==> src/hw/rtl/tam_pkg.sv <==
// ----------------------------------------------------------------------------
// tam_pkg
// Shared constants for the thruster allocation mixer: field widths, axis
// scale factors, flag positions, lane order and pipeline stage numbers.
// ----------------------------------------------------------------------------
package tam_pkg;

	localparam int FRAC_BITS_DEF = 8;

	// field widths
	localparam int LEVEL_W  = 8;
	localparam int SIGN_W   = 5;
	localparam int MF_W     = 8;
	localparam int OUT_W    = 9;
	localparam int NUM_AXES = 5;
	localparam int IN_DATA_W  = ((NUM_AXES * LEVEL_W + 7) / 8) * 8;
	localparam logic [MF_W-1:0] MF_RESET = 8'd255;

	// axis scale factors, applied as level * K / LEVEL_DEN
	localparam int K_SURGE_SWAY = 1023;
	localparam int K_YAW_HEAVE  = 510;
	localparam int K_PITCH      = 255;
	localparam int LEVEL_DEN    = 254;
	// fraction bits of the reciprocal constant, enough for an exact floor over 8-bit levels
	localparam int RECIP_SH     = 17;

	// negate flag positions in the sign byte
	localparam int SB_SURGE = 0;
	localparam int SB_SWAY  = 1;
	localparam int SB_PITCH = 2;
	localparam int SB_YAW   = 3;
	localparam int SB_HEAVE = 4;

	// lanes, one per thruster
	localparam int NUM_H     = 4;
	localparam int NUM_V     = 2;
	localparam int NUM_LANES = NUM_H + NUM_V;
	localparam int L_FR = 0;
	localparam int L_FL = 1;
	localparam int L_BR = 2;
	localparam int L_BL = 3;
	localparam int L_V1 = 4;
	localparam int L_V2 = 5;
	localparam int OUT_DATA_W = ((NUM_LANES * OUT_W + 7) / 8) * 8;

	// quotient bits of the desaturation divide, result magnitude never exceeds the thrust cap
	localparam int Q_W = MF_W;

	// pipeline stage numbers
	localparam int ST_SCALE    = 1;
	localparam int ST_SUM      = 2;
	localparam int ST_MAG      = 3;
	localparam int ST_PEAK     = 4;
	localparam int ST_DIV      = 5;
	localparam int ST_LAST_DIV = ST_DIV + Q_W - 1;
	localparam int ST_OUT      = ST_LAST_DIV + 1;
	localparam int NUM_ST      = ST_OUT;

endpackage

==> src/hw/rtl/tam_scale.sv <==
// ----------------------------------------------------------------------------
// tam_scale
// Scales one axis level to a signed fixed point force: floor(level * K *
// 2^FRAC_BITS / 254), negated when its flag is set.
// ----------------------------------------------------------------------------
module tam_scale import tam_pkg::*; #(
	parameter int FRAC_BITS = FRAC_BITS_DEF,
	parameter int K         = K_SURGE_SWAY
) (
	input  logic                       clk,
	input  logic [NUM_ST:1]            en,
	input  logic [LEVEL_W-1:0]         level,
	input  logic                       neg,
	output logic signed [FRAC_BITS+11:0] axis_s1
);

	localparam int AW = FRAC_BITS + 12;
	localparam int CW = FRAC_BITS + 20;
	localparam int PW = CW + LEVEL_W;
	// reciprocal rounded up: error stays below one step of the true quotient
	localparam longint unsigned RECIP_L =
		((64'(K)) << (FRAC_BITS + RECIP_SH)) / 64'(LEVEL_DEN) + 64'd1;
	localparam logic [CW-1:0] RECIP = RECIP_L[CW-1:0];

	logic [PW-1:0]        prod;
	logic [AW-1:0]        mag_ext;
	logic signed [AW-1:0] axis_d;

	always_comb begin
		prod    = PW'(level) * PW'(RECIP);
		mag_ext = {1'b0, prod[PW-1:RECIP_SH]};
		axis_d  = neg ? -$signed(mag_ext) : $signed(mag_ext);
	end

	always_ff @(posedge clk) begin
		if (en[ST_SCALE]) begin
			axis_s1 <= axis_d;
		end
	end

endmodule

==> config.mk <==
export PLATFORM = sky130hd
export DESIGN_NAME = tam_scale
export DESIGN_NICKNAME = d
export VERILOG_FILES = /design/src/hw/rtl/tam_pkg.sv /design/src/hw/rtl/tam_scale.sv
export SDC_FILE = /design/constraint.sdc
export NUM_CORES = 1
export LEC_CHECK = 0
export BUFFER_PORTS_ARGS = -buffer_cell sky130_fd_sc_hd__buf_2
export CAP_MARGIN = 5
export CORE_MARGIN = 2
export CORE_UTILIZATION = 25
export DETAILED_ROUTE_END_ITERATION = 10
export SLEW_MARGIN = 20
export SYNTH_ARGS = -nofsm -noshare
export SYNTH_HDL_FRONTEND = slang
export SYNTH_SLANG_ARGS = --single-unit
==> constraint.sdc <==
create_clock -name clk -period 4.3 [get_ports clk]
set_input_delay 0.43 -clock clk [delete_from_list [all_inputs] [get_ports clk]]
set_output_delay 0.43 -clock clk [all_outputs]
set_load 0.03 [all_outputs]
Word level (Yosys, flattened, before mapping)
Cells that the tools add are included.
Widths: inputs -> output; s select.
{"block": "totals", "reg_bits": 20, "output_inout_bits": 20}
{"block": "classes", "multipliers": 1, "addsub": 1, "mux": 1}
{"operator": "$mul 8x28->36 const B", "n": 1}
{"operator": "$neg 19->20", "n": 1}
{"operator": "$mux 19", "n": 1}

Longest topological paths before layout
Gate-level depths: netlist of the first run.
{"block": "depth", "ltp_word": 3, "depth_mapped": 20, "depth_no_buf": 18}

Least setup slack after synthesis of the first run
No wires, ideal clock.
{"block": "synth_path", "path_type": "in2reg", "from": "input port level[2]", "to": "register axis_s1[18] (data pin)", "stages": 16, "setup_time_ns": 0.270, "required_ns": 4.030, "slack_ns": -0.405, "arrival_ns": 4.435, "path_cell_list": "inv_1 fa_1 inv_1 ha_1 fa_1 ha_1 ha_1 a21o_1 a221oi_2 a221oi_2 or4_1 and3_4 nor2b_4 nand3_4 o41ai_2 xor2_1"}
{"block": "synth_via", "elab_chain_cells": 3}
{"element": "start: declaration", "line": "tam_scale.sv:12", "source": "input logic [LEVEL_W-1:0] level,"}
{"element": "$mul 8x28->36 *", "line": "tam_scale.sv:30", "source": "prod = PW'(level) * PW'(RECIP);"}
{"element": "$neg 19->20", "line": "tam_scale.sv:32", "source": "axis_d = neg ? -$signed(mag_ext) : $signed(mag_ext);"}
{"element": "$mux 19 *", "line": "tam_scale.sv:32"}
{"element": "net axis_d[18]", "line": "tam_scale.sv:27", "source": "logic signed [AW-1:0] axis_d;"}
{"element": "end signal: assignment", "line": "tam_scale.sv:37", "source": "axis_s1 <= axis_d;"}
{"element": "end: declaration", "line": "tam_scale.sv:14", "source": "output logic signed [FRAC_BITS+11:0] axis_s1"}
Mark *: on every way through the listed nets, which the timed path passes. The rest lies on a longest branch.
A chain may end at the register's enable or synchronous reset.

Worst setup path after layout of the first run
{"block": "layout_path", "from": "input port level[7]", "to": "register axis_s1[17] (data pin)"}
Same word-level chain as after synthesis.

==> results of run 1 <==
## cell usage in the layout, fill, tap and decap left out, types with 4 or more instances in the layout
| cell type | count |
|---|---|
| buf_4 | 118 |
| inv_1 | 41 |
| ha_1 | 34 |
| nand2_1 | 28 |
| buf_2 | 24 |
| edfxtp_1 | 20 |
| buf_6 | 18 |
| ha_4 | 16 |
| xnor2_1 | 15 |
| a21oi_1 | 12 |
| fa_1 | 12 |
| nor2_1 | 11 |
| o21ai_1 | 10 |
| o21ai_0 | 9 |
| xor2_1 | 9 |
| nand4_1 | 7 |
| o21a_1 | 5 |
| o211ai_1 | 5 |
| o21ai_4 | 5 |
| nand2_2 | 5 |
| a21oi_4 | 4 |
| nor2_2 | 4 |
| o21ai_2 | 4 |
| nor3_1 | 4 |
| xnor2_2 | 4 |
| o31ai_4 | 4 |
| ha_2 | 4 |
## worst min-delay path by stage
stage / from / endpoint / slack [ns] / cells after the start
global route: en[1] / axis_s1[0] / 0.67 / 1
global placement: en[1] / axis_s1[4] / 0.89 / 1
finish: en[1] / axis_s1[0] / 0.64 / 1
floorplan: en[1] / axis_s1[0] / 0.54 / 0
CTS: en[1] / axis_s1[0] / 0.64 / 1
detailed placement: en[1] / axis_s1[0] / 0.89 / 1
## kinds of logic after synthesis
| kind of cell | after synthesis |
|---|---|
| AOI/OAI and AO/OA | 90 |
| and+or+nand+nor | 86 |
| adders and majority gates | 69 |
| buffers and inverters | 55 |
| xor gates and xnor gates | 29 |
| DFF | 20 |
| muxes | 1 |
## metal layers
metal  vias up  track usage [%]
li1       1581                -
met1      1576             15.6
met2        62             26.0
met3        14            0.772
met4         0             3.14
met5         -                0
## cell type report
class | count | area share, %
Clock buffer | 3 | 1.39
Inverter | 46 | 3.52
Multi-Input combinational cell | 275 | 56.4
Sequential cell | 20 | 11.1
Tap cell | 172 | 3.98
Timing Repair Buffer | 164 | 23.6
## power breakdown
group | switching [uW] | total, uW | internal (uW)
Sequential | 11.5 | 324 | 313
Clock | 57.4 | 180 | 122
Combinational | 1300 | 2540 | 1240
Total | 1370 | 3040 | 1680
## what timing repair did
item | in CTS | in global routing
setup endpoints to repair | 18 | 18
gates resized for setup | 74 | 57
gates cloned | 0 | 0
buffers inserted | 23 | 9
pin swaps | 53 | 37
## critical path: cells and delay by family
family / cells / cell delay [ns]
adder cells (fa/ha/maj): 5 / 1.88
AO/OA/AOI/OAI: 5 / 1.18
XOR/XNOR: 2 / 0.31
buffers and inverters: 3 / 0.39
AND/OR/NAND/NOR: 2 / 0.45
## stage by stage
stage	hold WS, ns	total power, uW
after floorplan	0.542	1460
after global placement	0.889	2170
after detailed placement	0.893	2190
after CTS	0.641	2730
after global routing	0.671	3250
final	0.636	3040
==> summary.txt, run 1 <==
Outcome
  • Status: finished with violations
  • Failing checks: setup timing

Floorplanning
  • # IOs: 43
  • DIE WIDTH: 117 um
  • Die ar.: 13700 um^2
  • Initial core utilization: 25.4%
  • Die height: 117 um
  • Core Area: 12500 um^2
  • Num rows: 41

Cells and area
  • Final instance area: 5410 um^2
  • Biggest regs: axis_s1 x20
  • Largest register by flop count: axis_s1
  • Max reg flops: 20
  • Share of post-route cells with drive strength above 1: 52.8%
  • # diodes: 0
  • Area Overhead vs Synth: 69.8%
  • Filler cells: 1158
  • Fin util: 43.2%
  • Total Nets Final: 602
  • Area occupied by multi-input gates: 3050 um^2
  • Final Non-Filler Cells: 680
  • Register Area: 601 um^2

Placement
  • Dpl ws: -0.845 ns
  • PortBufs: 30
  • Final Wtd Congestion: 0.851
  • DP Cell Count: 647
  • DPL Wire Length: 7190 um
  • Dpl cell area: 4440 um^2

Yosys
  • Synth area leaders: ha_1 (21%), edfxtp_1 (19%), fa_1 (9.4%), inv_1 (5.4%), xnor2_1 (5.2%)
  • Post-synthesis mux area share: 0.314%
  • Simple-Gate Fraction of Synth Area: 14.9%
  • Leading area contributor after synthesis: ha_1
  • #FFs+latches synth: 20
  • Most common cell in the netlist: ha_1
  • Post-Synthesis Cell Area: 3180 um^2
  • Async SR Flop Fraction: 0%
  • Syn_area_per_cell: 9.10 um^2
  • Post-synth top area share: 21.2%
  • Main synth FF type: edfxtp_1
  • Yosys warns: 0
  • Synth Net Count: 442
  • XOR/XNOR Fraction of Synth Area: 8.21%
  • Mapped Cells: 350
  • Post-synth top cells: ha_1 (54), inv_1 (46), nand2_1 (33), o21ai_0 (21), edfxtp_1 (20)
  • Adder-cell share of the synthesized area: 30.6%
  • Netlist cell types: 59
  • Seq/Total Area, Yosys: 18.9%
  • Post-synthesis compound-gate area fraction: 20.2%
  • Post-synth EDFFs: 20
  • Largest family of logic cells by synthesized area: adder cells

GRT
  • Total GRT Usage: 13.2%
  • Initial antenna violation count: 0
  • Largest net degree at the start of global routing: 21
  • First-pass GRT wire length: 14700 um
  • Number of global-route vias before repair: 3198
  • GR Overflow Total: 0

Route
  • Metal3 WL: 230 um
  • Remaining DRCs: 0
  • First drt pass iteration count: 4
  • Initial drt markers: 158
  • Routed vias/inst: 4.75
  • Max Used Layer: met4
  • Final wirelength: 9510 um
  • Routed len/inst: 14.0 um
  • Antenna-violating nets left: 0
  • WL met1: 3920 um
  • Via count: 3233
  • Met2 wire len: 5220 um

STA
  • Fin crit share: 109%
  • Unrepaired setup endpoints after global routing: true
  • Crit path time final: 4.69 ns
  • Rel. slew slack: 53.6%
  • Max-slew violation count: 0
  • Fin. Hold Viols: 0
  • Sum Neg Setup Slack: -3.07 ns
  • Peak Freq: 0.213 GHz
  • Final WS setup: -0.386 ns
  • Worst slew pin tran: 0.696 ns
  • Final setup violation count: 12

Clocking
  • Clk root buf: clkbuf_16
  • H-tree levels: 1
  • TritonCTS Buffers: 3
  • Clock-pin slew on the worst setup and hold paths: 0.05 ns
  • CTS Hold Buffers Added: 0
  • CTS Sinks: 20
  • Clock Tree Buf Depth: 2
  • CTS tree: built

Setup path
  • Worst setup endpoint: axis_s1[17]
  • Critical path required time: 4.28 ns
  • Setup CP Type: in -> reg
  • CP startpoint: level[7]
  • Critical path launch point type: input pin
  • Critical Path, Cell by Cell: buf_8, fa_2, ha_4, fa_1, fa_2, ha_4, buf_6, a21oi_4, o211ai_1, a221oi_4, o21ai_4, xnor2_2, nor4_4, nand4_1, buf_6, o41ai_4, xor2_1
  • Worst Path Max Fanout: 5
  • CP Capture Type: flop
  • Crit path max-delay cell type: fa_1
  • CP Data Arrival Time: 4.66 ns
  • Max incr delay on CP: 0.56 ns

Run
  • Max Cap Viol: 0

Min path
  • HP Class: in -> reg

Power
  • Static leakage: 0.00240 uW
  • PD cells: 563 nW/um^2
  • Worst VDD drop: 0.000216 V
No activity file was read; power rests on OpenSTA's default activity.
==> run 2: changes to the inputs <==
==> constraint.sdc (replaced) <==
create_clock -name clk -period 4.3 [get_ports clk]
set_input_delay 0.86 -clock clk [delete_from_list [all_inputs] [get_ports clk]]
set_output_delay 0.86 -clock clk [all_outputs]
set_load 0.03 [all_outputs]
==> run 2 against run 1 <==
  * The flow still finishes with violations (setup timing)
  * Sequential power about the same
  * Critical path depth unchanged
  * Global-route usage up 1.4 points
  * Cell area up 5.9%
  * Critical endpoint is now axis_s1[18]
  * Largest cell class unchanged
==> summary.txt, run 2 (synthesis results as in run 1) <==
Power
  • Clock Power Share: 5.9%
  • Register share of total power: 10.3%
  • Combinational share of power: 83.9%
  • Switching Share: 45.2%
  • Static leakage: 0.00250 uW
  • Psw: 1430 uW
  • Worst VDD drop: 0.000193 V
  • Int Pwr: 1740 uW
  • PD cells: 553 nW/um^2

Placement
  • DPL Wire Length: 7600 um
  • PortBufs: 30
  • Final Wtd Congestion: 0.917
  • DP Cell Count: 665

Setup path
  • CP Capture Type: flop
  • Critical path launch point type: input pin
  • Crit path max-delay cell type: fa_1
  • CP top delay family: adder cells
  • Worst Path Max Fanout: 4
  • Max incr delay on CP: 0.59 ns
  • Most used cell, CP: ha_4
  • Setup CP Type: in -> reg
  • Critical path required time: 4.29 ns
  • CP Data Arrival Time: 5.02 ns
  • Critical Path, Cell by Cell: buf_12, inv_12, fa_1, inv_2, ha_4, fa_1, ha_4, ha_4, a21o_4, a221oi_4, a221oi_4, or4_4, and3_4, nor2b_4, nand3_4, o41ai_4, xor2_1
  • Buffer and inverter count on the worst path: 3

Clocking
  • TritonCTS Buffers: 3
  • Clock Tree Buf Depth: 2
  • H-tree levels: 1
  • Clock-pin slew on the worst setup and hold paths: 0.05 ns
  • CTS tree: built
  • CTS Sinks: 20
  • Clk root buf: clkbuf_16

Route
  • First drt pass iteration count: 4
  • Final wirelength: 10600 um
  • Routed len/inst: 15.1 um
  • Routed vias/inst: 4.81
  • Antenna-violating nets left: 0
  • Remaining DRCs: 0
  • Via count: 3359
  • Initial drt markers: 204

STA
  • Fin crit share: 117%
  • Rel. slew slack: 56.8%
  • Peak Freq: 0.199 GHz
  • Final setup violation count: 19
  • Sum Neg Setup Slack: -9.85 ns
  • Max-slew violation count: 0
  • Final WS setup: -0.736 ns
  • Fin. Hold Viols: 0
  • Unrepaired setup endpoints after global routing: true
  • Final hold slack: 1.07 ns
  • Worst slew pin tran: 0.643 ns
  • Crit path time final: 5.04 ns

Floorplanning
  • Core Area: 12500 um^2
  • # IOs: 43
  • Die height: 117 um
  • Num rows: 41
  • Initial core utilization: 25.4%
  • Die ar.: 13700 um^2
  • DIE WIDTH: 117 um

Cells and area
  • Biggest regs: axis_s1 x20
  • Total Nets Final: 619
  • Max reg flops: 20
  • Filler cells: 1117
  • Most frequent cells in the layout: buf_4 (136), inv_1 (37), ha_1 (30)
  • Final Non-Filler Cells: 698
  • Largest register by flop count: axis_s1
  • Area Overhead vs Synth: 79.8%
  • Most common cell after layout, fill and taps aside: buf_4
  • Share of post-route cells with drive strength above 1: 58.6%
  • # diodes: 0

GRT
  • Initial antenna violation count: 0
  • GR Overflow Total: 0
  • First-pass GRT wire length: 16100 um
  • Total GRT Usage: 14.7%
  • Number of global-route vias before repair: 3384
  • Largest net degree at the start of global routing: 21

Outcome
  • Status: finished with violations
  • Failing checks: setup timing

Min path
  • HP Class: in -> reg

Run
  • Max Cap Viol: 0
-- run 2: final cells by class --
type / instances / area (um^2) / share of cell area (%)
Inverter: 46 / 188 / 3.28
Sequential cell: 20 / 601 / 10.5
Tap cell: 172 / 215 / 3.76
Clock buffer: 3 / 75.1 / 1.31
Clock inverter: 1 / 3.75 / 0.0656
Multi-Input combinational cell: 275 / 3260 / 56.9
Timing Repair Buffer: 181 / 1390 / 24.2
-- run 2: path summary, 6_finish.rpt --
| kind | to | cells after the start | startpoint |
|---|---|---|---|
| worst max-delay path | axis_s1[18] | 17 | level[4] |
| worst min-delay path | axis_s1[1] | 1 | en[1] |
-- run 2: stage by stage --
stage	setup slack, ns	cell area [um^2]	total power (uW)	utilization (%)
3_5_place_dp	-1.21	4610	2260	36.8
2_1_floorplan	-0.697	3390	1480	-
5_1_grt	-1.02	5720	3370	45.7
3_3_place_gp	-1.12	4610	2230	36.8
4_1_cts	-0.715	5340	2860	42.6
6_report	-0.736	5720	3170	45.7
-- run 2: what timing repair did --
action,in CTS,in global routing
resized for setup,103,57
setup endpoints to repair,20,20
setup buffers,18,16
hold buffers,0,0
endpoints found under the hold margin,0,0
pin swaps,57,50
-- run 2: power groups by stage --
stage                     Clock (uW)  Combinational, uW  Sequential [uW]
after floorplan                    0               1020              462
after global placement             0               1900              327
after detailed placement           0               1930              329
after CTS                        188               2350              325
after global routing             196               2840              334
final                            187               2660              325
-- run 2: metal layers --
layer  part of all wire, %  GRT usage (%)
met5                     0              0
met4                   2.3           4.31
met3                   2.4           1.18
met2                    55           28.3
met1                    40           17.2
