$ cat src/hw/rtl/tam_pkg.sv
// ----------------------------------------------------------------------------
// tam_pkg
// Shared constants for the thruster allocation mixer: field widths, axis
// scale factors, flag positions, lane order and pipeline stage numbers.
// ----------------------------------------------------------------------------
package tam_pkg;

	localparam int FRAC_BITS_DEF = 8;

	// field widths
	localparam int LEVEL_W  = 8;
	localparam int SIGN_W   = 5;
	localparam int MF_W     = 8;
	localparam int OUT_W    = 9;
	localparam int NUM_AXES = 5;
	localparam int IN_DATA_W  = ((NUM_AXES * LEVEL_W + 7) / 8) * 8;
	localparam logic [MF_W-1:0] MF_RESET = 8'd255;

	// axis scale factors, applied as level * K / LEVEL_DEN
	localparam int K_SURGE_SWAY = 1023;
	localparam int K_YAW_HEAVE  = 510;
	localparam int K_PITCH      = 255;
	localparam int LEVEL_DEN    = 254;
	// fraction bits of the reciprocal constant, enough for an exact floor over 8-bit levels
	localparam int RECIP_SH     = 17;

	// negate flag positions in the sign byte
	localparam int SB_SURGE = 0;
	localparam int SB_SWAY  = 1;
	localparam int SB_PITCH = 2;
	localparam int SB_YAW   = 3;
	localparam int SB_HEAVE = 4;

	// lanes, one per thruster
	localparam int NUM_H     = 4;
	localparam int NUM_V     = 2;
	localparam int NUM_LANES = NUM_H + NUM_V;
	localparam int L_FR = 0;
	localparam int L_FL = 1;
	localparam int L_BR = 2;
	localparam int L_BL = 3;
	localparam int L_V1 = 4;
	localparam int L_V2 = 5;
	localparam int OUT_DATA_W = ((NUM_LANES * OUT_W + 7) / 8) * 8;

	// quotient bits of the desaturation divide, result magnitude never exceeds the thrust cap
	localparam int Q_W = MF_W;

	// pipeline stage numbers
	localparam int ST_SCALE    = 1;
	localparam int ST_SUM      = 2;
	localparam int ST_MAG      = 3;
	localparam int ST_PEAK     = 4;
	localparam int ST_DIV      = 5;
	localparam int ST_LAST_DIV = ST_DIV + Q_W - 1;
	localparam int ST_OUT      = ST_LAST_DIV + 1;
	localparam int NUM_ST      = ST_OUT;

endpackage

$ cat src/hw/rtl/tam_mix.sv
// ----------------------------------------------------------------------------
// tam_mix
// Mixes the scaled axes into six thruster sums, takes their magnitudes and
// finds the peak of each group and whether it exceeds the force limit.
// ----------------------------------------------------------------------------
module tam_mix import tam_pkg::*; #(
	parameter int FRAC_BITS = FRAC_BITS_DEF
) (
	input  logic                                  clk,
	input  logic [NUM_ST:1]                       en,
	input  logic [MF_W-1:0]                       thrust_cap,
	input  logic signed [FRAC_BITS+11:0]          sx,
	input  logic signed [FRAC_BITS+11:0]          sy,
	input  logic signed [FRAC_BITS+11:0]          tp,
	input  logic signed [FRAC_BITS+11:0]          ty,
	input  logic signed [FRAC_BITS+11:0]          fz,
	output logic [NUM_LANES-1:0][FRAC_BITS+12:0]  mag_s3,
	output logic [NUM_LANES-1:0]                  neg_s3,
	output logic [FRAC_BITS+12:0]                 peak_h_s4,
	output logic [FRAC_BITS+12:0]                 peak_v_s4,
	output logic                                  sat_h_s4,
	output logic                                  sat_v_s4
);

	localparam int SW = FRAC_BITS + 14;
	localparam int MW = FRAC_BITS + 13;

	logic signed [SW-1:0] sx_e, sy_e, ty2, tp2, fz_e;
	logic signed [SW-1:0] sum_d  [NUM_LANES];
	logic signed [SW-1:0] sum_s2 [NUM_LANES];
	logic [SW-1:0]        abs_d  [NUM_LANES];
	logic [MW-1:0]        mx01, mx23, peak_h_d, peak_v_d, lim_h, lim_v;

	// horizontal sums at scale 2^(FRAC_BITS+2), vertical at 2^(FRAC_BITS+1)
	always_comb begin
		sx_e = SW'(sx);
		sy_e = SW'(sy);
		fz_e = SW'(fz);
		ty2  = SW'(ty) <<< 1;
		tp2  = SW'(tp) <<< 1;
		sum_d[L_FR] =  sx_e + sy_e + ty2;
		sum_d[L_FL] =  sx_e - sy_e - ty2;
		sum_d[L_BR] = -sx_e + sy_e - ty2;
		sum_d[L_BL] = -sx_e - sy_e + ty2;
		sum_d[L_V1] =  fz_e + tp2;
		sum_d[L_V2] =  fz_e - tp2;
	end

	always_ff @(posedge clk) begin
		if (en[ST_SUM]) begin
			for (int i = 0; i < NUM_LANES; i++) begin
				sum_s2[i] <= sum_d[i];
			end
		end
	end

	always_comb begin
		for (int i = 0; i < NUM_LANES; i++) begin
			abs_d[i] = sum_s2[i][SW-1] ? SW'(-sum_s2[i]) : SW'(sum_s2[i]);
		end
	end

	always_ff @(posedge clk) begin
		if (en[ST_MAG]) begin
			for (int i = 0; i < NUM_LANES; i++) begin
				mag_s3[i] <= abs_d[i][MW-1:0];
				neg_s3[i] <= sum_s2[i][SW-1];
			end
		end
	end

	always_comb begin
		mx01     = (mag_s3[L_FR] > mag_s3[L_FL]) ? mag_s3[L_FR] : mag_s3[L_FL];
		mx23     = (mag_s3[L_BR] > mag_s3[L_BL]) ? mag_s3[L_BR] : mag_s3[L_BL];
		peak_h_d = (mx01 > mx23) ? mx01 : mx23;
		peak_v_d = (mag_s3[L_V1] > mag_s3[L_V2]) ? mag_s3[L_V1] : mag_s3[L_V2];
		lim_h    = MW'({thrust_cap, {(FRAC_BITS + 2){1'b0}}});
		lim_v    = MW'({thrust_cap, {(FRAC_BITS + 1){1'b0}}});
	end

	always_ff @(posedge clk) begin
		if (en[ST_PEAK]) begin
			peak_h_s4 <= peak_h_d;
			peak_v_s4 <= peak_v_d;
			sat_h_s4  <= peak_h_d > lim_h;
			sat_v_s4  <= peak_v_d > lim_v;
		end
	end

endmodule

$ cat config.mk
export PLATFORM = sky130hd
export DESIGN_NAME = tam_mix
export DESIGN_NICKNAME = d
export VERILOG_FILES = /design/src/hw/rtl/tam_pkg.sv /design/src/hw/rtl/tam_mix.sv
export SDC_FILE = /design/constraint.sdc
export NUM_CORES = 1
export LEC_CHECK = 0
export ABC_AREA = 1
export BUFFER_PORTS_ARGS = -buffer_cell sky130_fd_sc_hd__buf_2
export CELL_PAD_IN_SITES_DETAIL_PLACEMENT = 1
export CELL_PAD_IN_SITES_GLOBAL_PLACEMENT = 1
export CORE_ASPECT_RATIO = 1.2
export CORE_MARGIN = 1.5
export CORE_UTILIZATION = 46
export DETAILED_ROUTE_END_ITERATION = 6
export PLACE_DENSITY = 0.92
export SETUP_SLACK_MARGIN = 0.1
export SLEW_MARGIN = 15
export SYNTH_ARGS = -nofsm -noshare
export SYNTH_HDL_FRONTEND = slang
export SYNTH_SLANG_ARGS = --single-unit
$ cat constraint.sdc
create_clock -name clk -period 5.9 [get_ports clk]
set_input_delay 0.295 -clock clk [delete_from_list [all_inputs] [get_ports clk]]
set_output_delay 0.295 -clock clk [all_outputs]
set_load 0.02 [all_outputs]
# After elaboration in Yosys (flattened, before gate mapping)
# Memory sizes are Yosys's and may differ from the RTL's.
# Cells that the tools add are included.
# word_totals
regBits	176
output_inout_bits	176
mem_count	1
input_bits	122
ramBits	132
wordCells	47
# mem_list
memory	depth	width	rd	rd_clocked_by_memory_dff	write_ports	line	rtl
sum_s2	6	22	6	0	6	tam_mix.sv:30	logic signed [SW-1:0] sum_s2 [NUM_LANES];
# op_classes
add_sub_neg	17
n_lt_le_gt_ge	6
n_mux	12
# op_table
op	count
$mux W21	10
$neg A21 Y21	6
$gt A21 B21 Y1	4
$add A20 B21 Y22	1
$add A21 B21 Y22	1
$add A22 B20 Y22	1
$add A22 B21 Y22	1
$neg A20 Y22	1
$sub A20 B21 Y22	1
$sub A21 B21 Y22	1
$sub A22 B20 Y22	1
$sub A22 B21 Y22	1
$add A20 B20 Y21	1
$gt A21 B17 Y1	1
$gt A21 B18 Y1	1
$sub A20 B20 Y21	1
$mux W1	2

# Logic depth before layout (Yosys ltp)
# depth
depth_word	5
depth_mapped	38
depth_no_buf	35

# Worst setup path after synthesis
# No wires, ideal clock.
# synth_timing
path_kind	register -> register
start	register mag_s3[62] in the netlist's numbering
end	register sat_h_s4 (data pin)
required_time_ps	5645
n_path_buf	4
stages_incl_launch_ff	33
path_slack_ps	1224
arrival_time_ps	4422
period_less_slack_ps	4676
setup_ps	255
path_cell_list	edfxtp_1 ha_1 nand2_1 nor2_1 nand3_1 nor2_2 nand2_1 nand3_2 nand2_4 buf_6 buf_2 nand2_1 o21ai_1 ha_1 nand2_1 nor2_1 nand2_1 nor2_1 nand2_1 nand3_1 nand2_2 inv_2 buf_4 clkbuf_1 o21ai_0 ha_1 nand2_1 nor4b_1 nand3_1 nor2_1 nand2_1 nor2_1 nor2_1
# synth_between
elab_chain_cells	5
# synth_lines
item	line	rtl
start, declared	tam_mix.sv:17	output logic [NUM_LANES-1:0][FRAC_BITS+12:0] mag_s3,
start signal, assigned by index	tam_mix.sv:66	mag_s3[i] <= abs_d[i][MW-1:0];
$gt A21 B21 Y1	tam_mix.sv:74	mx23 = (mag_s3[L_BR] > mag_s3[L_BL]) ? mag_s3[L_BR] : mag_s3[L_BL];
$mux W21 *	tam_mix.sv:74	
$gt A21 B21 Y1	tam_mix.sv:75	peak_h_d = (mx01 > mx23) ? mx01 : mx23;
$mux W21 *	tam_mix.sv:75	
named net peak_h_d[11]	tam_mix.sv:32	logic [MW-1:0] mx01, mx23, peak_h_d, peak_v_d, lim_h, lim_v;
$gt A21 B18 Y1 *	tam_mix.sv:85	sat_h_s4 <= peak_h_d > lim_h;
end signal, assigned	tam_mix.sv:85	
end, declared	tam_mix.sv:21	output logic sat_h_s4,
# Mark *: on every way through the listed nets, which the timed path passes. The rest lies on a longest branch.
# A chain may end at the register's enable or synchronous reset.

# Final worst setup path
# Same ends and word-level chain as after synthesis.

==> run summary <==
The flow ran to the end, and the final reports show no timing, DRC or antenna violations. After layout, the minimum clock period comes to 5.30 ns. The via count was 19,684; the static leakage was 12.4 nW.

In this run the tool buffered the top-level ports with 287 buffer cells. The core region is 50,300 um2. Across the run, the number of max-cap violations was 0. The clock buffer count from CTS was 34. The total global routing overflow is 0, and the worst path required time is 6.19 ns.

In this run the core area contains 90 standard-cell rows. The number of global-route vias before repair was 21,073. The global-route total usage across every layer was 30.3%. Critical path's most frequent cell: sky130_fd_sc_hd__nand2_1. The setup total negative slack is 0 ns, and the total number of clock tree sinks is 301. The sequential cell area in the final layout was 9040 um2. Measured along the x axis, the die boundary spans 209 um.

For this configuration, the core starts out at a cell density of 46.7%. The synthesized design contains 301 enable-type register cells. On the critical path, the stage with the largest delay is an instance of sky130_fd_sc_hd__edfxtp_1. Pin placement for this block handled 298 I/O pins. The area share of the largest cell type after synthesis works out to 38.4%. In this run the cell area measured after placement is 25,600 um2. After synthesis the cells add up to 23,500 um2.

The post-DP HPWL was 66.7 mm; the sequential-to-total area share from yosys stat was 38.4%. The layout overhead on the synthesized area works out to 13.8%. The worst setup path is launched from a flip-flop.

The logs give 5 for the initial antenna violation count and 70 for the largest net degree at the start of global routing. Dividing the final minimum period by the clock period gives 89.9%. By area the synthesized netlist is led by sky130_fd_sc_hd__edfxtp_1, sky130_fd_sc_hd__ha_1, sky130_fd_sc_hd__nand2_1. In the post-route analysis, the smallest setup slack over all paths is 0.595 ns.

The count of nets left with antenna violations once routing finished came out at 0. The clock skew after layout is 0.0201 ns, and the relative slew slack is 36.3%. The worst voltage drop across the vdd grid is 0.296 mV. The proportion of layout cells with a drive suffix above 1 came out at 13.3%. Setup repair after global routing left no endpoint under its margin. The run gives 0 as the final count of pins violating max slew. The count of TritonRoute iterations in the first routing pass is 5, and the average vias per placed instance is 5.54. The congestion estimate from routability-driven global placement came to 0.925. The setup slack after placement was 0.435 ns. The tools report the net count of the mapped netlist as 3,024. The tools report the global-route wire length before repair as 121 mm.

The total power per unit cell area is 469 nW/um2. Of all cell types, the one taking the most synthesized area is sky130_fd_sc_hd__edfxtp_1. The worst setup path is captured at a flip-flop.

The tightest min-delay check is of the input port to flip-flop type. In the routed design, unresolved DRC markers number 0. The hold violation total from the final report was 0. Of all nets on the critical path, the largest fanout is 27. The area enclosed by the die boundary is 52,500 um2.

Worst slack on hold paths: 0.202 ns. Summed over all layers, the routed wires come to 80.4 mm. The tools report the number of library cell types mapped by synthesis as 50. Main flop type after synthesis: sky130_fd_sc_hd__edfxtp_1. The run gives 0 as the final-report setup violation count.

TritonCTS built the clock tree. The clock-pin transition on the worst setup and hold timing paths was 0.07 ns; the number of instances in the synthesized netlist was 2,587. Timing would allow up to 0.189 GHz. In this run the number of H-tree levels came out at 2. The worst path arrival time was 5.59 ns; the number of nets at the end of the flow was 3,319. The height of the die is 251 um.

After detailed routing, the average wire length per cell comes to 22.6 um. After the first detailed-routing iteration, the DRC count stood at 1,208. Counting flops with an async set or reset pin after synthesis yields a share of 0%. With fillers left out, the area of the finished cells amounts to 26,800 um2. For the number of buffers on the longest clock path, the log shows 3. The delay contributed by the slowest stage of the critical path works out to 0.46 ns. Cells fill 53.2% of the core in the end. For the pin with the worst max-slew slack, the measured transition is 0.956 ns. The count of fill cells added during filler insertion is 5,855. Classification of the worst setup path: flip-flop to flip-flop. For the worst-skew pair, the clock arrives at the later sink with an insertion delay of 0.54 ns. The tree is rooted in a sky130_fd_sc_hd__clkbuf_16. The combined area of the multi-input logic cells is 12,900 um2, and the flip-flop and latch count after synthesis is 301. The average cell area after synthesis was 9.09 um2. During synthesis, Yosys emitted a total of 0 warnings.
-- critical path, delay by kind of cell, from the launching register on --
kind | cells | cell delay (ns)
adders and majority gates | 3 | 1.03
AOI/OAI and AO/OA | 2 | 0.38
buffers and inverters | 2 | 0.35
and+or+nand+nor | 22 | 2.82
DFF | 1 | 0.46
-- cell usage in the layout (no fill, tap or decap), types with 83 or more instances in the layout --
cell,Yosys,final
sky130_fd_sc_hd__buf_2,14,285
sky130_fd_sc_hd__o21ai_0,103,103
sky130_fd_sc_hd__fa_1,84,84
sky130_fd_sc_hd__nor2_1,214,214
sky130_fd_sc_hd__xnor2_1,83,83
sky130_fd_sc_hd__edfxtp_1,301,301
sky130_fd_sc_hd__ha_1,231,231
sky130_fd_sc_hd__a21oi_1,180,177
sky130_fd_sc_hd__xor2_1,158,158
sky130_fd_sc_hd__inv_1,369,369
sky130_fd_sc_hd__nand3_1,113,113
sky130_fd_sc_hd__nand2_1,464,464
-- repair_timing --
item | 4_1_cts | 5_1_grt
hold buffers | 1 | 0
endpoints found under the hold margin | 1 | 0
endpoints found under the setup margin | 0 | 1
gates resized for setup | 0 | 6
setup buffers | 0 | 0
-- kinds of logic (layout without fill, tap and decap cells) --
kind of cell	count (synthesis)	after routing	synth area share (%)
and+or+nand+nor	917	917	16.9
other	0	2	0
DFF	301	301	38.4
buffers and inverters	419	736	6.99
adders and majority gates	315	315	19.4
AOI/OAI and AO/OA	394	394	9.26
xor gates and xnor gates	241	241	8.98
-- worst paths after layout --
kind	from	slack, ns	endpoint	cells after the start
setup / recovery	mag_s3[62]	0.60	sat_h_s4	29
hold reg to reg	sum_s2[4][0]	0.50	mag_s3[84]	0
hold / removal	tp[0]	0.20	sum_s2[4][1]	3
setup reg to reg	mag_s3[62]	0.60	sat_h_s4	29
-- cell usage after synthesis, types with 3 or more instances --
library cell	count
sky130_fd_sc_hd__a21boi_0	4
sky130_fd_sc_hd__a21o_1	14
sky130_fd_sc_hd__a21oi_1	180
sky130_fd_sc_hd__a221oi_1	4
sky130_fd_sc_hd__a31oi_1	13
sky130_fd_sc_hd__and2_1	12
sky130_fd_sc_hd__buf_2	14
sky130_fd_sc_hd__buf_4	6
sky130_fd_sc_hd__buf_6	4
sky130_fd_sc_hd__clkbuf_1	19
sky130_fd_sc_hd__clkinv_1	4
sky130_fd_sc_hd__edfxtp_1	301
sky130_fd_sc_hd__fa_1	84
sky130_fd_sc_hd__ha_1	231
sky130_fd_sc_hd__inv_1	369
sky130_fd_sc_hd__inv_2	3
sky130_fd_sc_hd__nand2_1	464
sky130_fd_sc_hd__nand2_2	3
sky130_fd_sc_hd__nand2_4	3
sky130_fd_sc_hd__nand3_1	113
sky130_fd_sc_hd__nand3_2	4
sky130_fd_sc_hd__nand3b_1	14
sky130_fd_sc_hd__nand4_1	18
sky130_fd_sc_hd__nor2_1	214
sky130_fd_sc_hd__nor3_1	43
sky130_fd_sc_hd__nor3_2	5
sky130_fd_sc_hd__nor3_4	3
sky130_fd_sc_hd__nor4_1	6
sky130_fd_sc_hd__o211ai_1	6
sky130_fd_sc_hd__o21a_1	3
sky130_fd_sc_hd__o21ai_0	103
sky130_fd_sc_hd__o21ai_1	34
sky130_fd_sc_hd__o21bai_1	13
sky130_fd_sc_hd__o311ai_0	3
sky130_fd_sc_hd__o31ai_1	8
sky130_fd_sc_hd__o31ai_2	3
sky130_fd_sc_hd__or2_2	7
sky130_fd_sc_hd__xnor2_1	83
sky130_fd_sc_hd__xor2_1	158
-- stage by stage --
stage | instances | power [mW]
final | 3550 | 12.6
after global routing | 3549 | 13.3
after CTS | 3548 | 12.5
after detailed placement | 3489 | 10.3
after global placement | 3489 | 9.88
after floorplan | 2587 | 7.86
-- registers in the layout (all words and copies together), names as in the netlist --
register,flops
sum_s2,128
mag_s3,123
peak_h_s4,21
peak_v_s4,21
neg_s3,6
sat_h_s4,1
sat_v_s4,1
-- final cells by class --
class                           count  area share (%)
Antenna cell                        2          0.0187
Clock buffer                       37            3.30
Clock inverter                     21           0.739
Inverter                          376            5.27
Multi-Input combinational cell   1867            48.1
Sequential cell                   301            33.8
Tap cell                          644            3.01
Timing Repair Buffer              302            5.82
-- where the power goes --
| part | total, mW | internal [mW] | switching (mW) | leakage [nW] |
|---|---|---|---|---|
| sequential | 3.92 | 3.33 | 0.581 | 2.94 |
| clock | 2.14 | 1.22 | 0.927 | 0.513 |
| combinational | 6.50 | 2.13 | 4.36 | 8.94 |
-- routing by layer --
| metal | vias to the layer above | wire length [um] | GRT usage [%] |
|---|---|---|---|
| met5 | - | 41 | 0 |
| li1 | 9192 | - | - |
| met2 | 550 | 40500 | 54.9 |
| met3 | 161 | 3490 | 3.44 |
| met4 | 6 | 3650 | 12.9 |
| met1 | 9775 | 32700 | 36.3 |
(Power assumes the default switching activity.)
