`config.mk`:
```
export PLATFORM = sky130hd
export DESIGN_NAME = tam_lane
export DESIGN_NICKNAME = d
export VERILOG_FILES = /design/src/hw/rtl/tam_pkg.sv /design/src/hw/rtl/tam_lane.sv
export SDC_FILE = /design/constraint.sdc
export NUM_CORES = 1
export LEC_CHECK = 0
export BUFFER_PORTS_ARGS = -buffer_cell sky130_fd_sc_hd__buf_2
export CAP_MARGIN = 20
export CORE_ASPECT_RATIO = 0.5
export CORE_MARGIN = 2
export CORE_UTILIZATION = 25
export CTS_BUF_LIST = sky130_fd_sc_hd__clkbuf_2 sky130_fd_sc_hd__clkbuf_4 sky130_fd_sc_hd__clkbuf_8
export DETAILED_ROUTE_END_ITERATION = 8
export HOLD_SLACK_MARGIN = 0.03
export PLACE_DENSITY = 0.47
export SYNTH_ARGS = -nofsm -noshare
export SYNTH_HDL_FRONTEND = slang
export SYNTH_SLANG_ARGS = --single-unit
```
`constraint.sdc`:
```
create_clock -name clk -period 12.9 [get_ports clk]
set_clock_uncertainty 0.05 [all_clocks]
set_input_delay 1.29 -clock clk [delete_from_list [all_inputs] [get_ports clk]]
set_output_delay 1.29 -clock clk [all_outputs]
set_load 0.05 [all_outputs]
```
`src/hw/rtl/tam_pkg.sv`:
```
// ----------------------------------------------------------------------------
// tam_pkg
// Shared constants for the thruster allocation mixer: field widths, axis
// scale factors, flag positions, lane order and pipeline stage numbers.
// ----------------------------------------------------------------------------
package tam_pkg;

	localparam int FRAC_BITS_DEF = 8;

	// field widths
	localparam int LEVEL_W  = 8;
	localparam int SIGN_W   = 5;
	localparam int MF_W     = 8;
	localparam int OUT_W    = 9;
	localparam int NUM_AXES = 5;
	localparam int IN_DATA_W  = ((NUM_AXES * LEVEL_W + 7) / 8) * 8;
	localparam logic [MF_W-1:0] MF_RESET = 8'd255;

	// axis scale factors, applied as level * K / LEVEL_DEN
	localparam int K_SURGE_SWAY = 1023;
	localparam int K_YAW_HEAVE  = 510;
	localparam int K_PITCH      = 255;
	localparam int LEVEL_DEN    = 254;
	// fraction bits of the reciprocal constant, enough for an exact floor over 8-bit levels
	localparam int RECIP_SH     = 17;

	// negate flag positions in the sign byte
	localparam int SB_SURGE = 0;
	localparam int SB_SWAY  = 1;
	localparam int SB_PITCH = 2;
	localparam int SB_YAW   = 3;
	localparam int SB_HEAVE = 4;

	// lanes, one per thruster
	localparam int NUM_H     = 4;
	localparam int NUM_V     = 2;
	localparam int NUM_LANES = NUM_H + NUM_V;
	localparam int L_FR = 0;
	localparam int L_FL = 1;
	localparam int L_BR = 2;
	localparam int L_BL = 3;
	localparam int L_V1 = 4;
	localparam int L_V2 = 5;
	localparam int OUT_DATA_W = ((NUM_LANES * OUT_W + 7) / 8) * 8;

	// quotient bits of the desaturation divide, result magnitude never exceeds the thrust cap
	localparam int Q_W = MF_W;

	// pipeline stage numbers
	localparam int ST_SCALE    = 1;
	localparam int ST_SUM      = 2;
	localparam int ST_MAG      = 3;
	localparam int ST_PEAK     = 4;
	localparam int ST_DIV      = 5;
	localparam int ST_LAST_DIV = ST_DIV + Q_W - 1;
	localparam int ST_OUT      = ST_LAST_DIV + 1;
	localparam int NUM_ST      = ST_OUT;

endpackage

```
`src/hw/rtl/tam_lane.sv`:
```
// ----------------------------------------------------------------------------
// tam_lane
// One thruster lane: either shifts its sum down to the output scale or, in a
// saturated group, divides sum * thrust cap by the group peak in a pipelined
// restoring divider, one quotient bit per stage.
// ----------------------------------------------------------------------------
module tam_lane import tam_pkg::*; #(
	parameter int FRAC_BITS = FRAC_BITS_DEF,
	parameter int SHIFT     = FRAC_BITS_DEF + 2
) (
	input  logic                     clk,
	input  logic [NUM_ST:1]          en,
	input  logic [MF_W-1:0]          thrust_cap,
	input  logic [FRAC_BITS+12:0]    mag_s3,
	input  logic                     neg_s3,
	input  logic [FRAC_BITS+12:0]    peak_s4,
	input  logic                     sat_s4,
	output logic signed [OUT_W-1:0]  result
);

	localparam int MW = FRAC_BITS + 13;
	localparam int NW = MW + MF_W;

	logic [NW-1:0]  num_s4;
	logic [Q_W-1:0] unsat_s4;
	logic           neg_s4;

	// index j of these arrays holds stage ST_DIV + j
	logic [NW-1:0]  rem_sn   [Q_W];
	logic [Q_W-1:0] quo_sn   [Q_W];
	logic [MW-1:0]  den_sn   [Q_W];
	logic [Q_W-1:0] unsat_sn [Q_W];
	logic           sat_sn   [Q_W];
	logic           neg_sn   [Q_W];

	logic [Q_W-1:0] mag_out;

	always_ff @(posedge clk) begin
		if (en[ST_PEAK]) begin
			num_s4   <= NW'(mag_s3) * NW'(thrust_cap);
			unsat_s4 <= mag_s3[SHIFT+Q_W-1:SHIFT];
			neg_s4   <= neg_s3;
		end
	end

	for (genvar j = 0; j < Q_W; j++) begin : g_div
		localparam int BIT = Q_W - 1 - j;

		logic [NW-1:0]  rem_in, trial, rem_nx;
		logic [Q_W-1:0] quo_in, quo_nx;
		logic [MW-1:0]  den_in;
		logic [Q_W-1:0] unsat_in;
		logic           sat_in, neg_in, take;

		if (j == 0) begin : g_first
			assign rem_in   = num_s4;
			assign quo_in   = '0;
			assign den_in   = peak_s4;
			assign unsat_in = unsat_s4;
			assign sat_in   = sat_s4;
			assign neg_in   = neg_s4;
		end else begin : g_next
			assign rem_in   = rem_sn[j-1];
			assign quo_in   = quo_sn[j-1];
			assign den_in   = den_sn[j-1];
			assign unsat_in = unsat_sn[j-1];
			assign sat_in   = sat_sn[j-1];
			assign neg_in   = neg_sn[j-1];
		end

		always_comb begin
			trial       = NW'(den_in) << BIT;
			take        = rem_in >= trial;
			rem_nx      = take ? rem_in - trial : rem_in;
			quo_nx      = quo_in;
			quo_nx[BIT] = take;
		end

		always_ff @(posedge clk) begin
			if (en[ST_DIV+j]) begin
				rem_sn[j]        <= rem_nx;
				quo_sn[j]        <= quo_nx;
				den_sn[j]        <= den_in;
				unsat_sn[j]      <= unsat_in;
				sat_sn[j]        <= sat_in;
				neg_sn[j]        <= neg_in;
			end
		end
	end

	// truncation toward zero: magnitude first, sign applied last
	always_comb begin
		mag_out = sat_sn[Q_W-1] ? quo_sn[Q_W-1] : unsat_sn[Q_W-1];
		result  = neg_sn[Q_W-1] ? -$signed({1'b0, mag_out}) : $signed({1'b0, mag_out});
	end

endmodule

```
# After elaboration in Yosys (flattened, before gate mapping)
# Memories as Yosys holds them, arrays and structs flattened.
# Index checks and enable logic that the tools add are counted.
dict set report word_totals {
  rom_bits 0
  inputBits 66
  wordCells 53
  out_inout_bits 9
  ramBits 544
  latch_bits 0
  memories 6
  register_bits 38
}
# name words width read_ports rd_ports_with_merged_regs write_ports line_no
set mem_list {}
lappend mem_list {rem_sn 8 29 7 0 8 tam_lane.sv:29} ;# logic [NW-1:0] rem_sn [Q_W];
lappend mem_list {den_sn 8 21 7 0 8 tam_lane.sv:31} ;# logic [MW-1:0] den_sn [Q_W];
lappend mem_list {quo_sn 8 8 8 0 8 tam_lane.sv:30} ;# logic [Q_W-1:0] quo_sn [Q_W];
lappend mem_list {unsat_sn 8 8 8 0 8 tam_lane.sv:32} ;# logic [Q_W-1:0] unsat_sn [Q_W];
lappend mem_list {neg_sn 8 1 8 0 8 tam_lane.sv:34} ;# logic neg_sn [Q_W];
lappend mem_list {sat_sn 8 1 8 0 8 tam_lane.sv:33} ;# logic sat_sn [Q_W];
dict set report op_classes {
  mux 26
  n_addsub 9
  n_bitwise 0
  order_cmp 8
  n_mul 1
  shifts 0
  div_mod_pow 0
  n_reduce_logical 0
  n_eq_ne 0
}
# cell n
set op_table {}
lappend op_table {{29-bit two-way mux} 8}
lappend op_table {{29-bit by 21-bit >= comparator with 1-bit output} 1}
lappend op_table {{29-bit by 22-bit >= comparator with 1-bit output} 1}
lappend op_table {{29-bit by 23-bit >= comparator with 1-bit output} 1}
lappend op_table {{29-bit by 24-bit >= comparator with 1-bit output} 1}
lappend op_table {{29-bit by 25-bit >= comparator with 1-bit output} 1}
lappend op_table {{29-bit by 26-bit >= comparator with 1-bit output} 1}
lappend op_table {{29-bit by 27-bit >= comparator with 1-bit output} 1}
lappend op_table {{29-bit by 28-bit >= comparator with 1-bit output} 1}
lappend op_table {{21-bit by 8-bit multiplier with 29-bit output} 1}
lappend op_table {{29-bit by 21-bit subtractor with 29-bit output} 1}
lappend op_table {{29-bit by 22-bit subtractor with 29-bit output} 1}
lappend op_table {{29-bit by 23-bit subtractor with 29-bit output} 1}
lappend op_table {{29-bit by 24-bit subtractor with 29-bit output} 1}
lappend op_table {{29-bit by 25-bit subtractor with 29-bit output} 1}
lappend op_table {{29-bit by 26-bit subtractor with 29-bit output} 1}
lappend op_table {{29-bit by 27-bit subtractor with 29-bit output} 1}
lappend op_table {{29-bit by 28-bit subtractor with 29-bit output} 1}
lappend op_table {{1-bit two-way mux} 16}
lappend op_table {{9-bit two-way mux} 1}
lappend op_table {{8-bit negator with 9-bit output} 1}
lappend op_table {{8-bit two-way mux} 1}

# Logic depth before layout (Yosys ltp)
# Gate-level depths: netlist of the first run.
# An unclocked memory read counts as a cell.
dict set report logic_depth {
  depth_word 4
  ltp_mapped 20
  depth_no_buf 19
}

# Least setup slack after synthesis of the first run
# OpenSTA, ideal clock, no wires.
dict set report synth_timing {
  path_type {input to register}
  start {input port thrust_cap[7]}
  end {register num_s4[27] (netlist: g_div[0].rem_in[27]), data pin}
  arrival_time_ns 5.718
  setup_slack_ns 6.870
  setup_time_ns 0.263
  stages 19
  t_required_ns 12.587
  path_buffers 1
  path_cell_list {clkbuf_1 -> nand2_1 -> fa_1 -> fa_1 -> inv_1 -> fa_1 -> inv_1 -> fa_1 -> inv_1 -> ha_1 -> o21a_1 -> o31a_1 -> o31ai_2 -> o311ai_1 -> a31oi_1 -> o21bai_1 -> a21o_1 -> a311oi_1 -> xnor2_1}
}
dict set report synth_between {
  elab_chain_cells 1
}
# item line_no
set synth_lines {}
lappend synth_lines {{start, declared} tam_lane.sv:13} ;# input logic [MF_W-1:0] thrust_cap,
lappend synth_lines {{21-bit by 8-bit multiplier with 29-bit output} tam_lane.sv:40} ;# num_s4 <= NW'(mag_s3) * NW'(thrust_cap);
lappend synth_lines {{end signal, assigned} tam_lane.sv:40}
lappend synth_lines {{end, declared} tam_lane.sv:24} ;# logic [NW-1:0] num_s4;
# No other way between the ends.
# A chain may end at the register's enable or synchronous reset.

# Final worst setup path of the first run
# Same ends and word-level chain as after synthesis.

==> results of run 1 <==
[report_power, final]
part	total [mW]	switching [mW]	internal [mW]	leakage, nW
Combinational	3.65	2.06	1.59	8.42
Clock	1.38	0.647	0.735	0.893
Sequential	2.70	0.240	2.46	4.89
[synthesized netlist by cell type (8+ instances only)]
| cell | number |
|---|---|
| o21bai_1 | 22 |
| fa_1 | 121 |
| inv_1 | 352 |
| or3_1 | 13 |
| ha_1 | 218 |
| nor2b_1 | 27 |
| nor4_1 | 20 |
| mux2_2 | 23 |
| o21a_1 | 34 |
| buf_2 | 10 |
| o211ai_1 | 8 |
| clkbuf_1 | 49 |
| nor3_1 | 50 |
| nand2_1 | 208 |
| a31oi_1 | 11 |
| xor2_1 | 67 |
| o31ai_1 | 25 |
| o21ai_0 | 126 |
| and3_1 | 21 |
| nor2_1 | 145 |
| or2_2 | 9 |
| nand2b_1 | 29 |
| a21o_1 | 68 |
| nand4_1 | 25 |
| o21ai_1 | 8 |
| nand3_1 | 36 |
| edfxtp_1 | 504 |
| a21oi_1 | 195 |
| xnor2_1 | 96 |
| and2_1 | 127 |
| a211oi_1 | 15 |
[stage by stage]
step	util (%)	cell area, sq um	setup slack [ns]	hold slack, ns
finish	28.5	35300	6.83	0.366
global route	28.5	35300	6.64	0.373
CTS	28.5	35300	6.87	0.366
detailed placement	27.1	33600	6.10	0.355
global placement	27.1	33600	6.11	0.353
floorplan	-	31300	6.87	0.350
[metal layers]
metal | vias up | routed length (um) | GRT usage [%]
met4 | 0 | 2630 | 4.58
met2 | 340 | 31800 | 18.1
met3 | 163 | 1740 | 1.45
met1 | 9538 | 28900 | 12.2
met5 | - | 0 | 0
li1 | 10200 | - | -
[how the worst max path moves through the flow]
stage	from	endpoint	slack (ns)
2_1_floorplan	thrust_cap[7]	g_div[0].rem_in[27]	6.87
3_3_place_gp	thrust_cap[7]	g_div[0].rem_in[28]	6.11
3_5_place_dp	thrust_cap[7]	g_div[0].rem_in[27]	6.10
4_1_cts	thrust_cap[7]	g_div[0].rem_in[27]	6.87
5_1_grt	thrust_cap[7]	g_div[0].rem_in[28]	6.64
6_report	thrust_cap[7]	g_div[0].rem_in[27]	6.83
[state kept, by name, indices dropped and copies added, names as in the netlist]
register	flops
g_div.unsat_in	8
unsat_sn	64
den_sn	147
quo_sn	36
rem_sn	203
g_div.neg_in	1
sat_sn	8
g_div.rem_in	29
neg_sn	8
[kinds of logic after synthesis]
logic type,count (synthesis),synth area share (%)
buffers and inverters,416,5.10
DFF,504,48.3
xor gates and xnor gates,163,4.56
adders and majority gates,339,16.5
AOI/OAI and AO/OA,593,12.1
and+or+nand+nor,751,12.2
muxes,35,1.30
[final cells by class]
| type | instances | share of cell area (%) |
|---|---|---|
| diodes | 1 | 0.00710 |
| flip-flops and latches | 504 | 42.9 |
| well taps | 1674 | 5.94 |
| repair buffers | 83 | 1.27 |
| clock buffers | 112 | 3.96 |
| inverters | 353 | 3.76 |
| multi-input cells | 1881 | 41.4 |
| clock inverters | 45 | 0.756 |
==> out/metrics.cfg, run 1 <==
[worst_setup_path]
crit_path_top_delay_cell=fa_1
cp_num_cells=19
worst-path-max-fanout=21
timing.rr.start=den_sn[3][0]
cp_data_required_time_ns=13.27
path_cells=buf_2, nand2_1, fa_1, fa_1, inv_1, fa_1, inv_1, fa_1, inv_1, ha_1, o21a_1, o31a_1, o31ai_2, o311ai_1, a31oi_1, o21bai_1, a21o_1, a311oi_1, xnor2_1
cp_num_buf_inv=4
cpMostUsedCell=fa_1
ff2ff_setup_slack_ns=8.75
worstPathArrival_ns=6.44
crit_path_end_kind=flop
cp_top_family=adder cells
crit_type=in2reg
critPathLaunchType=input port
slowest_delay_ns=0.54
r2r_end=rem_sn[4][27]
r2r_cells=12

[placement]
place_congestion=0.823
place_inst=4495
dp_hpwl_um=50700
port_buffers=70

[floorplan]
coreArea_sq_mm=0.124
die_height_um=254
die_x_um=504
die_area_sq_mm=0.128
io_pins=75
rows=91
initial_core_util_pct=25.3

[sta]
finalMaxSlewViolations=0
setup_tns_ns=0
worst_pin_slew_ns=0.902
max_freq_mhz=165
grt_setup_unrepaired=false
setup_viol=0
fin_crit_ns=6.07
timing.final.crit_share_pct=47.1
relSlewSlack_pct=39.3
final_hold_viol_count=0

[synthesis]
syn-cell-area_sq_mm=0.0313
synth_top_area_share_pct=48.3
synth-edff-count=504
synthTopCellsByArea=edfxtp_1 (48%), ha_1 (8.7%), fa_1 (7.7%)
synth_ff_type=edfxtp_1
synthArstFlopShare_pct=0
yosysSeqAreaShare_pct=48.3
synthesis.nets=3206
ys_warn_count=0
synth_area_leader_cell=edfxtp_1
syn_area_per_cell_sq_um=11.2
synth-seq-cells=504
ys_types=86
syn_inst=2801

[min_path]
hold_end=quo_sn[1][28]
min-delay-start=quo_sn[1][20]
hp-class=reg2reg
holdPathStages=0

[global_routing]
grt_use_total_pct=10.2
antenna_found_initial=1
grt_max_degree=68
first_global_vias=20900
grt_pass1_wl_um=107000
overflow=0

[detailed_routing]
via_count=20200
drtIter0Drc=856
dr.pass1.iters=7
wl_per_cell_um=14.0
drc=0
drtAntennaViolNets=0
wl_um=65000
vias_per_cell=4.34

[finish]
final_common_cell=edfxtp_1
fillers=12700
nets=3316
multi_input_area_sq_mm=0.0146
drive_gt1_share_pct=9.77
syn_to_final_growth_pct=12.6
layout_common_cells=edfxtp_1 (504), inv_1 (352), ha_1 (218), nand2_1 (208), a21oi_1 (194)
seqCellArea_sq_mm=0.0151
fin_cells=4653

[clocking]
post-cts-setup-buffers=0
clkSinkCount=504
hold_buffers=0
ctsLongestPathBuffers=3
cts_tree=yes
clk_pin_slew_ns=0.06
cts_inserted_buffers=88
h-tree-depth=3
clockRootBuffer=clkbuf_8
clk_latency_ns=0.66
cts_resized=0

[run]
drv_cap=0

[outcome]
status=finished, final reports clean

[pwr]
power_density_mw_per_mm2=219
ir_worst_vdd_mv=0.0829
power_mw=7.73
p_leak_nw=14.2

Note: power is estimated with default switching activity, not from simulation.
==> run 2, diff against run 1 <==
ABC_AREA = 1   (was default)
PLACE_DENSITY = 0.48   (was 0.47)
clock period = 4.9 ns   (was 12.9 ns; I/O delays follow)
==> run 2 against run 1 <==
Setup slack worse by 6.4 ns. Sequential share of layout area is 6.1 points lower. Critical path type unchanged. Cell count up 46%. Largest cell class is now multi-input gates. Worst hold slack lost 0.22 ns. Routed wire length is 45% higher. Via count grew 38%. Critical path depth rose by 2. Largest power group unchanged.
==> out/metrics.cfg, run 2 <==
[floorplan]
coreArea_sq_mm=0.145
io_pins=75
rows=99
die_area_sq_mm=0.149
initial_core_util_pct=25.1
die_x_um=544
die_height_um=274

[worst_setup_path]
cp_data_required_time_ns=5.40
critPathLaunchType=input port
timing.rr.start=rem_sn[3][6]
path_cells=dlygate4sd3_1, buf_2, buf_4, nand2_1, inv_1, fa_1, fa_1, ha_1, inv_1, fa_1, inv_1, ha_1, nand2_1, o21ai_0, nand2_1, nand2_1, nand2_1, nand2_1, nand2_1, nand4_1, nand2_1
crit_path_top_delay_cell=dlygate4sd3_1
worst-path-max-fanout=5
r2r_cells=8
ff2ff_setup_slack_ns=1.92
slowest_delay_ns=0.53
worstPathArrival_ns=5.02
crit_path_end_kind=flop
r2r_end=rem_sn[4][19]
cpMostUsedCell=nand2_1
crit_type=in2reg

[detailed_routing]
wl_met2_um=44700
wl_met1_um=44100
wl_per_cell_um=13.9
dr_wl_met3_um=2880
drtIter0Drc=1442
via_count=27900
drtAntennaViolNets=0
dr.pass1.iters=5
wl_um=94400
drc=0
vias_per_cell=4.10
top_layer=met4

[synthesis]
synthTopCellsByArea=edfxtp_1 (42%), nand2_1 (17%), inv_1 (10%)
syn-cell-area_sq_mm=0.0365
synth-seq-cells=504
ys_warn_count=0
yosysMostFrequentCell=nand2_1
synth_ff_type=edfxtp_1
syn_inst=4611
yosysSeqAreaShare_pct=41.5
synth-edff-count=504
ys_types=50
syn_area_per_cell_sq_um=7.91
synth_commonest_cells=nand2_1 (1656), inv_1 (1004), edfxtp_1 (504)
synthesis.nets=5016
synth_top_area_share_pct=41.5
synthArstFlopShare_pct=0
synth_area_leader_cell=edfxtp_1

[global_routing]
grt_max_degree=68
antenna_found_initial=2
first_global_vias=28300
grt_use_total_pct=13.0
overflow=0
grt_pass1_wl_um=153000

[sta]
setup_tns_ns=0
final_hold_viol_count=0
worst_pin_slew_ns=1.01
timing.final.crit_share_pct=92.1
max_freq_mhz=221
setup_viol=0
holdWs_ns=0.151
finalMaxSlewViolations=0
grt_setup_unrepaired=false
fin_crit_ns=4.51
relSlewSlack_pct=32.2

[finish]
fillers=15800
final_common_cell=nand2_1
largest_reg_flops=203
layout_common_cells=nand2_1 (1656), inv_1 (1004), edfxtp_1 (504), nor2_1 (254), nand3_1 (228)
drive_gt1_share_pct=6.63
nets=5169
final_util_pct=28.3
syn_to_final_growth_pct=12.8
reg_top3=rem_sn (203), den_sn (147), unsat_sn (64)
largest-register=rem_sn

[run]
drv_cap=0

[clocking]
clockRootBuffer=clkbuf_8
ctsLongestPathBuffers=3
clk_pin_slew_ns=0.08
h-tree-depth=3
clkSinkCount=504
cts_tree=yes
clk_latency_ns=0.77
cts_resized=0
cts_inserted_buffers=84

[pwr]
power_density_mw_per_mm2=565
power_mw=23.2
p_leak_nw=20.5
ir_worst_vdd_mv=0.211

[min_path]
min-delay-start=en[12]
holdPathStages=1
hold_end=neg_sn[1][3]
hp-class=in2reg

[placement]
port_buffers=70
dp_hpwl_um=76400
place_congestion=0.874

[outcome]
status=finished, final reports clean

==> run 2: kinds of logic (layout without fill, tap and decap cells) <==
logic type	Yosys count	in the layout	share of synthesized area, %
and+or+nand+nor	2328	2328	26.3
AOI/OAI and AO/OA	245	245	3.77
buffers and inverters	1081	1297	11.6
adders and majority gates	339	339	14.1
other	0	2	0
DFF	504	504	41.5
xor gates and xnor gates	113	113	2.72
muxes	1	1	0.0275
==> run 2: metrics by stage <==
step           setup slack [ns]  std cells  instance area [sq um]
3_3_place_gp           -0.00126       6620                  39200
2_1_floorplan             0.439       4611                  36500
6_report                  0.385       6798                  41100
3_5_place_dp            -0.0137       6620                  39200
5_1_grt                   0.157       6798                  41100
4_1_cts                   0.459       6796                  41100
==> run 2: worst max-delay path by stage <==
| stage | start | to | slack, ns | depth (start not counted) |
|---|---|---|---|---|
| 2_1_floorplan | thrust_cap[7] | g_div[0].rem_in[26] | 0.44 | 20 |
| 3_5_place_dp | thrust_cap[4] | g_div[0].rem_in[21] | -0.01 | 17 |
| 3_3_place_gp | thrust_cap[3] | g_div[0].rem_in[27] | -0.001 | 20 |
| 6_report | mag_s3[0] | g_div[0].rem_in[28] | 0.39 | 21 |
| 5_1_grt | mag_s3[0] | g_div[0].rem_in[28] | 0.16 | 21 |
| 4_1_cts | mag_s3[16] | g_div[0].rem_in[21] | 0.46 | 18 |
==> run 2: where the power goes <==
| group | internal (mW) | total (mW) | switching [mW] |
|---|---|---|---|
| clock network | 2.02 | 3.80 | 1.78 |
| registers | 6.42 | 7.15 | 0.730 |
| logic | 4.29 | 12.3 | 7.98 |
==> run 2: layout make-up <==
class                   instances  area, sq um  share of cell area, %
diodes                          2         5.00                 0.0122
clock buffers                 109         1340                   3.27
clock inverters                40          329                  0.800
inverters                    1014         3810                   9.27
multi-input cells            3026        17100                   41.6
flip-flops and latches        504        15100                   36.8
well taps                    1969         2460                   5.99
repair buffers                134          923                   2.25
==> run 2: per-layer routing <==
metal | vias up | GRT usage, %
met2 | 373 | 22.5
li1 | 14600 | -
met4 | 0 | 4.05
met3 | 160 | 1.98
met5 | - | 0
met1 | 12700 | 16.6
==> run 2: what timing repair did <==
action                    CTS  global route
buffers inserted            0             0
hold buffers               27             0
hold endpoints to repair   42             0
==> run 2: critical path: cells and delay by family <==
kind,cells,cell delay [ns]
adders and majority gates,5,2.11
buffers and inverters,6,1.00
AOI/OAI and AO/OA,1,0.50
and+or+nand+nor,9,0.89
